[src/rtl/oore_pkg.sv]
package oore_pkg;

    localparam int NUM_OCTETS = 4;
    localparam int OCT_W      = 2;
    localparam int SET_BITS   = 256;
    localparam int VAL_W      = 8;
    localparam int CNT_W      = 9;
    localparam int ADDR_W     = 32;
    localparam int PLEN_W     = 6;
    localparam int MODE_W     = 3;
    localparam int GRP_W      = 16;
    localparam int NUM_GRPS   = SET_BITS / GRP_W;

    localparam int SEL_LSB    = 0;
    localparam int FIRST_LSB  = SEL_LSB + OCT_W;
    localparam int LAST_LSB   = FIRST_LSB + VAL_W;
    localparam int ADDR_LSB   = LAST_LSB + VAL_W;
    localparam int PLEN_LSB   = ADDR_LSB + ADDR_W;
    localparam int S_TDATA_W  = 56;

    localparam logic [CNT_W-1:0]  CNT_END  = 9'd256;
    localparam logic [PLEN_W-1:0] PLEN_MAX = 6'd32;

    localparam logic [MODE_W-1:0] MODE_CLEAR  = 3'd0;
    localparam logic [MODE_W-1:0] MODE_RANGE  = 3'd1;
    localparam logic [MODE_W-1:0] MODE_SINGLE = 3'd2;
    localparam logic [MODE_W-1:0] MODE_PREFIX = 3'd3;
    localparam logic [MODE_W-1:0] MODE_NEXT   = 3'd4;

    localparam logic [1:0] START_CNT  = 2'd0;
    localparam logic [1:0] START_NEXT = 2'd1;
    localparam logic [1:0] START_ZERO = 2'd2;

    localparam logic [1:0] CW_SCAN    = 2'd0;
    localparam logic [1:0] CW_IDX     = 2'd1;
    localparam logic [1:0] CW_END_ALL = 2'd2;

    typedef struct packed {
        logic             clear;
        logic             add_range;
        logic             set_single;
        logic             load_mask;
        logic             widen;
        logic [2:0]       widen_bit;
        logic [OCT_W-1:0] oct;
        logic [1:0]       start_sel;
        logic             cnt_wr;
        logic [1:0]       cnt_sel;
        logic             capture;
        logic             out_load;
        logic             out_found;
    } oore_cmd_t;

    typedef struct packed {
        logic [MODE_W-1:0] in_mode;
        logic              plen_ok;
        logic              search_found;
        logic              out_free;
    } oore_status_t;

endpackage

[src/rtl/oore_ctrl.sv]
module oore_ctrl (
    input  logic                   aclk,
    input  logic                   aresetn,
    input  logic                   s_tvalid,
    output logic                   s_tready,
    input  oore_pkg::oore_status_t status,
    output oore_pkg::oore_cmd_t    cmd
);
    import oore_pkg::*;

    localparam logic [3:0] ST_IDLE      = 4'd0;
    localparam logic [3:0] ST_WIDEN     = 4'd1;
    localparam logic [3:0] ST_SCAN_GO   = 4'd2;
    localparam logic [3:0] ST_SCAN_WAIT = 4'd3;
    localparam logic [3:0] ST_ADV_GO    = 4'd4;
    localparam logic [3:0] ST_ADV_WAIT  = 4'd5;
    localparam logic [3:0] ST_WRAP_GO   = 4'd6;
    localparam logic [3:0] ST_WRAP_WAIT = 4'd7;
    localparam logic [3:0] ST_RESULT    = 4'd8;

    logic [3:0]       state_reg, state_next;
    logic [OCT_W-1:0] oct_reg, oct_next;
    logic [2:0]       bit_reg, bit_next;
    logic             found_reg, found_next;

    always_comb begin
        state_next    = state_reg;
        oct_next      = oct_reg;
        bit_next      = bit_reg;
        found_next    = found_reg;
        cmd           = '0;
        cmd.oct       = oct_reg;
        cmd.widen_bit = bit_reg;
        s_tready      = 1'b0;
        case (state_reg)
            ST_IDLE: begin
                s_tready = 1'b1;
                if (s_tvalid) begin
                    case (status.in_mode)
                        MODE_CLEAR:  cmd.clear = 1'b1;
                        MODE_RANGE:  cmd.add_range = 1'b1;
                        MODE_SINGLE: cmd.set_single = 1'b1;
                        MODE_PREFIX: begin
                            cmd.load_mask = 1'b1;
                            bit_next = '0;
                            if (status.plen_ok) begin
                                state_next = ST_WIDEN;
                            end
                        end
                        MODE_NEXT: begin
                            oct_next   = '0;
                            state_next = ST_SCAN_GO;
                        end
                        default: begin
                        end
                    endcase
                end
            end
            ST_WIDEN: begin
                cmd.widen = 1'b1;
                bit_next  = bit_reg + 3'd1;
                if (bit_reg == 3'd7) begin
                    state_next = ST_IDLE;
                end
            end
            ST_SCAN_GO: begin
                cmd.start_sel = START_CNT;
                state_next    = ST_SCAN_WAIT;
            end
            ST_SCAN_WAIT: begin
                cmd.cnt_wr  = 1'b1;
                cmd.cnt_sel = CW_SCAN;
                if (!status.search_found) begin
                    found_next = 1'b0;
                    state_next = ST_RESULT;
                end else if (oct_reg == OCT_W'(NUM_OCTETS - 1)) begin
                    cmd.capture = 1'b1;
                    state_next  = ST_ADV_GO;
                end else begin
                    oct_next   = oct_reg + OCT_W'(1);
                    state_next = ST_SCAN_GO;
                end
            end
            ST_ADV_GO: begin
                cmd.start_sel = START_NEXT;
                state_next    = ST_ADV_WAIT;
            end
            ST_ADV_WAIT: begin
                if (status.search_found) begin
                    cmd.cnt_wr  = 1'b1;
                    cmd.cnt_sel = CW_IDX;
                    found_next  = 1'b1;
                    state_next  = ST_RESULT;
                end else begin
                    state_next = ST_WRAP_GO;
                end
            end
            ST_WRAP_GO: begin
                cmd.start_sel = START_ZERO;
                state_next    = ST_WRAP_WAIT;
            end
            ST_WRAP_WAIT: begin
                cmd.cnt_wr = 1'b1;
                found_next = 1'b1;
                if (oct_reg == '0) begin
                    cmd.cnt_sel = CW_END_ALL;
                    state_next  = ST_RESULT;
                end else begin
                    cmd.cnt_sel = CW_IDX;
                    oct_next    = oct_reg - OCT_W'(1);
                    state_next  = ST_ADV_GO;
                end
            end
            ST_RESULT: begin
                if (status.out_free) begin
                    cmd.out_load  = 1'b1;
                    cmd.out_found = found_reg;
                    state_next    = ST_IDLE;
                end
            end
            default: begin
                state_next = ST_IDLE;
            end
        endcase
    end

    always_ff @(posedge aclk) begin
        if (!aresetn) begin
            state_reg <= ST_IDLE;
            oct_reg   <= '0;
            bit_reg   <= '0;
            found_reg <= 1'b0;
        end else begin
            state_reg <= state_next;
            oct_reg   <= oct_next;
            bit_reg   <= bit_next;
            found_reg <= found_next;
        end
    end

endmodule

[config.mk]
export PLATFORM = sky130hd
export DESIGN_NAME = oore_ctrl
export DESIGN_NICKNAME = d
export VERILOG_FILES = /design/src/rtl/oore_pkg.sv /design/src/rtl/oore_ctrl.sv
export SDC_FILE = /design/constraint.sdc
export NUM_CORES = 1
export LEC_CHECK = 0
export ABC_AREA = 1
export BUFFER_PORTS_ARGS = -buffer_cell sky130_fd_sc_hd__buf_2
export CAP_MARGIN = 20
export CORE_MARGIN = 4
export CORE_UTILIZATION = 48
export DETAILED_ROUTE_END_ITERATION = 12
export PLACE_DENSITY = 0.78
export RECOVER_POWER = 25
export SYNTH_ARGS = -nofsm -noshare
export SYNTH_HDL_FRONTEND = slang
export SYNTH_SLANG_ARGS = --single-unit
[constraint.sdc]
create_clock -name aclk -period 1.63 [get_ports aclk]
set_clock_uncertainty 0.1 [all_clocks]
set_input_delay 0.326 -clock aclk [delete_from_list [all_inputs] [get_ports aclk]]
set_output_delay 0.326 -clock aclk [all_outputs]
set_load 0.01 [all_outputs]
==> impl_results.md, run 1 <==
- Run status: finished, violations left
- Failing checks: negative setup slack
- Seq/Total Area, Yosys: roughly a quarter
- Placement Cell Area: 949.7 sq um
- Top-area cell type share of the netlist area: 25.68%
- Initial antenna violation count: 0
- Die height: approximately 48 microns
- Final slew viol count: 0
- Leak pwr: 0.6070 nW
- Net count after synthesis: 150
- First-pass iteration count of the detailed router: 4
- Post-synthesis cell count: between 100 and 150
- Top FF cell, synth: dfxtp_1
- Ant. Diodes: 0
- DR iter-0 viols: 34
- Layout fillers: around 140
- Clock Pin Slew Worst Setup and Hold Paths: roughly 0.07 ns
- Leading cell types by count after synthesis: nand2_1, inv_1, nor2_1
- Worst hold margin: approximately 0.18 ns
- Largest register FFs: 4
- Crit path max fanout: 8
- Most area-consuming cells after synthesis: dfxtp_1, nand2_1, inv_1
- GP Congestion: slightly above 0.9
- Share of layout cells above drive strength 1: about a third
- DP Wirelength: approximately 1.7 mm
- Row count: 14
- Num CTS Buffers: 3
- Final nets: approximately 190
- Die Area: 2333 sq um
- Initial Util: about half
- DRT antenna net count: 0
- Worst setup SP type: register
- Placed cell count: approximately 180
- Final clock period utilization by the worst path: 102.2%
- Peak supply drop: approximately 550 uV
- Period minus WS final: between 1.5 and 2 ns
- Vias: around 990
- FFs w/ async S/R, synth: 0%
- YS warnings: 0
- Final wirelength: roughly 2.2 mm
- Mean Syn Cell Area: 5.608 sq um
- Clock Path Buffers: 2
- Leading area contributor after synthesis: dfxtp_1
- Mapped Area: approximately 800 sq um
- Vias in the first global route: slightly below 900
- EDFF count, synth: 0
- Max Cap Viol: 0
- Final Instance Area: 1090 sq um
- Final setup margin: -0.03540 ns
- Slew margin rel.: approximately 80%
- Drt wl/cell: between 10 and 15 microns
- Total gr overflow: 0
- FMAX: 600.5 MHz
- Critical path arrival: roughly 1.2 ns
- Hold_buf cts: 0
- H-tree level count: 1
- # port buffers: 27
- Power per cell area: approximately 690 nW/um^2
- Via-to-Cell Ratio: between 5 and 6
- Largest net degree at the start of global routing: 9
- Required time of the worst setup path: 1.20 ns
- Unrepaired setup endpoints after global routing: yes
- Core ar.: between 1500 and 2000 sq um
- CP Class: reg -> out
- Setup crit end kind: primary output
- Top-count cell post-synth: nand2_1
- Post-Place Setup Slack: ~0.12 ns
- Setup Viol. Count Final: 6
- Final Util: 71.51%
- Library cells used by synthesis: 18
- CTS tree: yes
- Total power: 0.7471 mW
- Setup_tns: -0.1282 ns
- Final hold violations: 0
- GRT Util Overall: 19.37%
- Yosys reg bits: 10
- CTS Sinks: 10
- Finished Layout Cells: approximately 190
- Later-pin clock latency in the skew report: roughly 0.27 ns
- Worst-Margin Slew: 0.2814 ns
- Area Overhead vs Synth: 39.81%
- Die width: a little under 50 microns
- Multi-input logic area: roughly 550 sq um
- Io pins: 28
- Worst hold-check path type: in -> reg
- Register area: 214.0 sq um
- First-pass GRT wire length: 3.732 mm
- Root Buffer: clkbuf_4
- Residual DRC: 0
==> power breakdown <==
part / switching, mW / total (mW) / leakage (nW) / internal, mW
registers: 0.0194 / 0.277 / 0.0843 / 0.257
clock network: 0.0975 / 0.233 / 0.0210 / 0.136
logic: 0.143 / 0.237 / 0.502 / 0.0943
==> cell type report <==
type / instances / area share (%)
Clock buffer: 4 / 3.329
Multi-Input combinational cell: 105 / 50.40
Sequential cell: 10 / 19.63
Inverter: 24 / 8.496
Tap cell: 16 / 1.837
Timing Repair Buffer: 33 / 16.30
==> critical path: stages, from the launching register on <==
cell	delay (ns)
dfxtp_4	0.37
nor2_4	0.15
nand2_4	0.11
nor3_1	0.16
buf_2	0.16
==> cell families (layout without fill, tap and decap cells) <==
group / after synthesis / in the layout / share of synthesized area, %
flip-flops: 10 / 10 / 25.68
buffers and inverters: 24 / 61 / 11.56
adder cells (fa/ha/maj): 2 / 2 / 3.210
AND/OR/NAND/NOR: 91 / 91 / 50.88
AO/OA/AOI/OAI: 12 / 12 / 8.668
==> final timing paths <==
| path | cells past startpoint | endpoint | slack, ns | start |
|---|---|---|---|---|
| min | 3 | oct_reg[0] | 0.18 | aresetn |
| max reg2reg | 8 | state_reg[1] | 0.20 | bit_reg[0] |
| max | 4 | cmd[17] | -0.04 | state_reg[0] |
| min reg2reg | 2 | found_reg | 0.37 | found_reg |
==> placed cells by master, fill, tap and decap left out, types with 5 or more instances in the layout <==
cell / Yosys / layout
buf_4: 0 / 6
nand2_1: 41 / 41
nor2_2: 5 / 5
dfxtp_1: 10 / 5
a21oi_1: 6 / 6
buf_2: 0 / 25
nand3_1: 14 / 13
inv_1: 21 / 19
nor2_1: 20 / 18
==> timing repair <==
action	in CTS	in global routing
endpoints found under the setup margin	12	13
setup buffers	3	1
gates resized for setup	16	7
pin swaps	2	2
==> per-layer routing <==
layer,part of all wire [%],up-vias,global-route usage (%)
met5,0,-,0
met4,1.2,0,6.912
met3,7.3,3,3.988
met2,50,38,31.09
met1,42,437,25.28
li1,-,515,-
(Power assumes the default switching activity.)
==> inputs of run 2 (changes only) <==
--- a/config.mk
+++ b/config.mk
@@ -6,12 +6,11 @@
 export NUM_CORES = 1
 export LEC_CHECK = 0
 export ABC_AREA = 1
-export BUFFER_PORTS_ARGS = -buffer_cell sky130_fd_sc_hd__buf_2
 export CAP_MARGIN = 20
 export CORE_MARGIN = 4
-export CORE_UTILIZATION = 48
+export CORE_UTILIZATION = 50
 export DETAILED_ROUTE_END_ITERATION = 12
-export PLACE_DENSITY = 0.78
+export DONT_BUFFER_PORTS = 1
 export RECOVER_POWER = 25
 export SYNTH_ARGS = -nofsm -noshare
 export SYNTH_HDL_FRONTEND = slang
==> impl_results.md, run 2 (same netlist as run 1, synthesis figures left out) <==
- Run status: finished, violations left
- Failing checks: negative setup slack
- Setup crit end kind: primary output
- Placement Cell Area: 835.8 sq um (-12%)
- Setup_tns: -0.05754 ns (+0.07064 ns)
- DP Wirelength: 1.631 mm (-1.8%)
- Num CTS Buffers: 3 (unchanged)
- Worst setup SP type: register
- Required time of the worst setup path: 1.20 ns (about the same)
- Met3 WL: 155 microns (-3.7%)
- Clock Path Buffers: 2 (unchanged)
- Area Overhead vs Synth: 26.97%
- Post-Place Setup Slack: 0.1436 ns (+0.02101 ns)
- Final clock period utilization by the worst path: 101.4% (-0.77 points)
- Largest net degree at the start of global routing: 9 (unchanged)
- Io pins: 28 (unchanged)
- Die Area: 2255 sq um (-3.3%)
- Share of layout cells above drive strength 1: 34.21% (+0.12 points)
- Hold Path Stages: 2 (-1)
- CP Class: reg -> out
- Power per cell area: 680.3 nW/um^2 (-0.76%)
- GRT Util Overall: 22.64% (+3.3 points)
- Worst r2r dst: oct_reg[1]
- First-pass iteration count of the detailed router: 4 (unchanged)
- Commonest non-fill, non-tap cell in the layout: nand2_1
- Initial Util: 56.38% (+5.2 points)
- FMAX: 605.0 MHz (+0.76%)
- Drt wl/cell: 13.29 microns (+15%)
- # port buffers: 0 (-100%)
- First-pass GRT wire length: 3.546 mm (-5.0%)
- DR top layer: met4
- Worst Hold Launch: aresetn
- DRT antenna net count: 0 (unchanged)
- CTS tree: yes
- Die height: 47.49 microns (-1.7%)
- Worst hold margin: 0.05269 ns (-0.1275 ns)
- Residual DRC: 0 (unchanged)
- M1 WL: 948 microns (+2.2%)
- Finished Layout Cells: 167 (-13%)
- Final Instance Area: 989.7 sq um (-9.2%)
- Later-pin clock latency in the skew report: 0.28 ns (about the same)
- Most frequent cells in the layout: nand2_1, inv_1, nor2_1, nand3_1, buf_4
- Largest register FFs: 4 (unchanged)
- Initial antenna violation count: 0 (unchanged)
- Unrepaired setup endpoints after global routing: yes
- Worst-Margin Slew: 0.2706 ns (-0.01078 ns)
- Max Cap Viol: 0 (unchanged)
- Peak supply drop: 546.4 uV (about the same)
- Setup Viol. Count Final: 4 (-2)
- Final wirelength: 2.220 mm (+0.41%)
- Critical path arrival: 1.23 ns (about the same)
- Leak pwr: 0.4961 nW (-18%)
- Via-to-Cell Ratio: 5.611 (+8.5%)
- CTS Sinks: 10 (unchanged)
- GP Congestion: 0.8655 (-5.2%)
- Final slew viol count: 0 (unchanged)
- Total gr overflow: 0 (unchanged)
- H-tree level count: 1 (unchanged)
- Final Util: 71.58% (+0.073 points)
- Crit path max fanout: 4 (-4)
- Vias in the first global route: 879 (-0.34%)
- DR iter-0 viols: 26 (-24%)
- Worst R2R Path Depth: 8 (unchanged)
- Slew margin rel.: 81.94% (+0.72 points)
- Clock Pin Slew Worst Setup and Hold Paths: 0.08 ns (about the same)
- Worst hold-check path type: in -> reg
- Hold worst-path end: oct_reg[0]
- Root Buffer: clkbuf_4
- Ant. Diodes: 0 (unchanged)
- Vias: 937 (-5.6%)
- Final nets: 165 (-12%)
- Met2 wire length: 1.083 mm (-1.1%)
- Hold_buf cts: 0 (unchanged)
- Period minus WS final: 1.653 ns (-0.01259 ns)
- Core ar.: 1383 sq um (-9.3%)
- Placed cell count: 159 (-14%)
- Final hold violations: 0 (unchanged)
- Row count: 13 (-1)
- Die width: 47.49 microns (-1.7%)
- Reg-to-reg slack, setup: 0.17 ns (-0.03 ns)
- Total power: 0.6733 mW (-9.9%)
- Final setup margin: -0.02281 ns (+0.01259 ns)
- R2R Path Start: state_reg[1]
## run 2: cell count changes in the layout (fill, tap and decap cells not counted), sizes merged
cell,change
buf,-21
clkbuf,-3
## run 2: worst max-delay path by stage
| stage | endpoint | start | cells past startpoint |
|---|---|---|---|
| after floorplan | cmd[15] | state_reg[0] | 3 |
| after global placement | cmd[16] | state_reg[0] | 4 |
| after detailed placement | cmd[16] | state_reg[0] | 4 |
| after CTS | cmd[15] | state_reg[1] | 4 |
| after global routing | cmd[16] | state_reg[1] | 4 |
| final | cmd[3] | state_reg[1] | 5 |
## run 2: area by class of cell
class / count / area, sq um
clock buffer: 3 / 22.52
inverter: 24 / 90.09
sequential: 10 / 212.7
timing repair buffer: 10 / 75.07
fill: 123 / 392.9
multi-input combinational: 105 / 570.5
tap: 15 / 18.77
## run 2: worst max-delay path, stage by stage, from the launching register on
cell	delay [ns]
dfxtp_4	0.38
buf_4	0.12
nand2_2	0.08
nor2_2	0.15
nand2_1	0.11
nand2_2	0.11
## run 2: report_power, final
group / switching [mW] / leakage (nW) / internal [mW] / total, mW
Combinational: 0.135 / 0.398 / 0.0797 / 0.214
Clock: 0.0920 / 0.0138 / 0.0854 / 0.177
Sequential: 0.0224 / 0.0845 / 0.259 / 0.282
Total: 0.249 / 0.496 / 0.424 / 0.673
## run 2: metal layers
layer | global-route usage [%] | vias to the layer above
met5 | 0 | -
met2 | 36.36 | 32
met1 | 28.05 | 437
met4 | 11.05 | 0
li1 | - | 463
met3 | 5.639 | 5
## run 2: timing repair
item                       CTS  global route
pin swaps                    3             2
buffers inserted             4             1
gates resized for setup     16            17
setup endpoints to repair   10            13
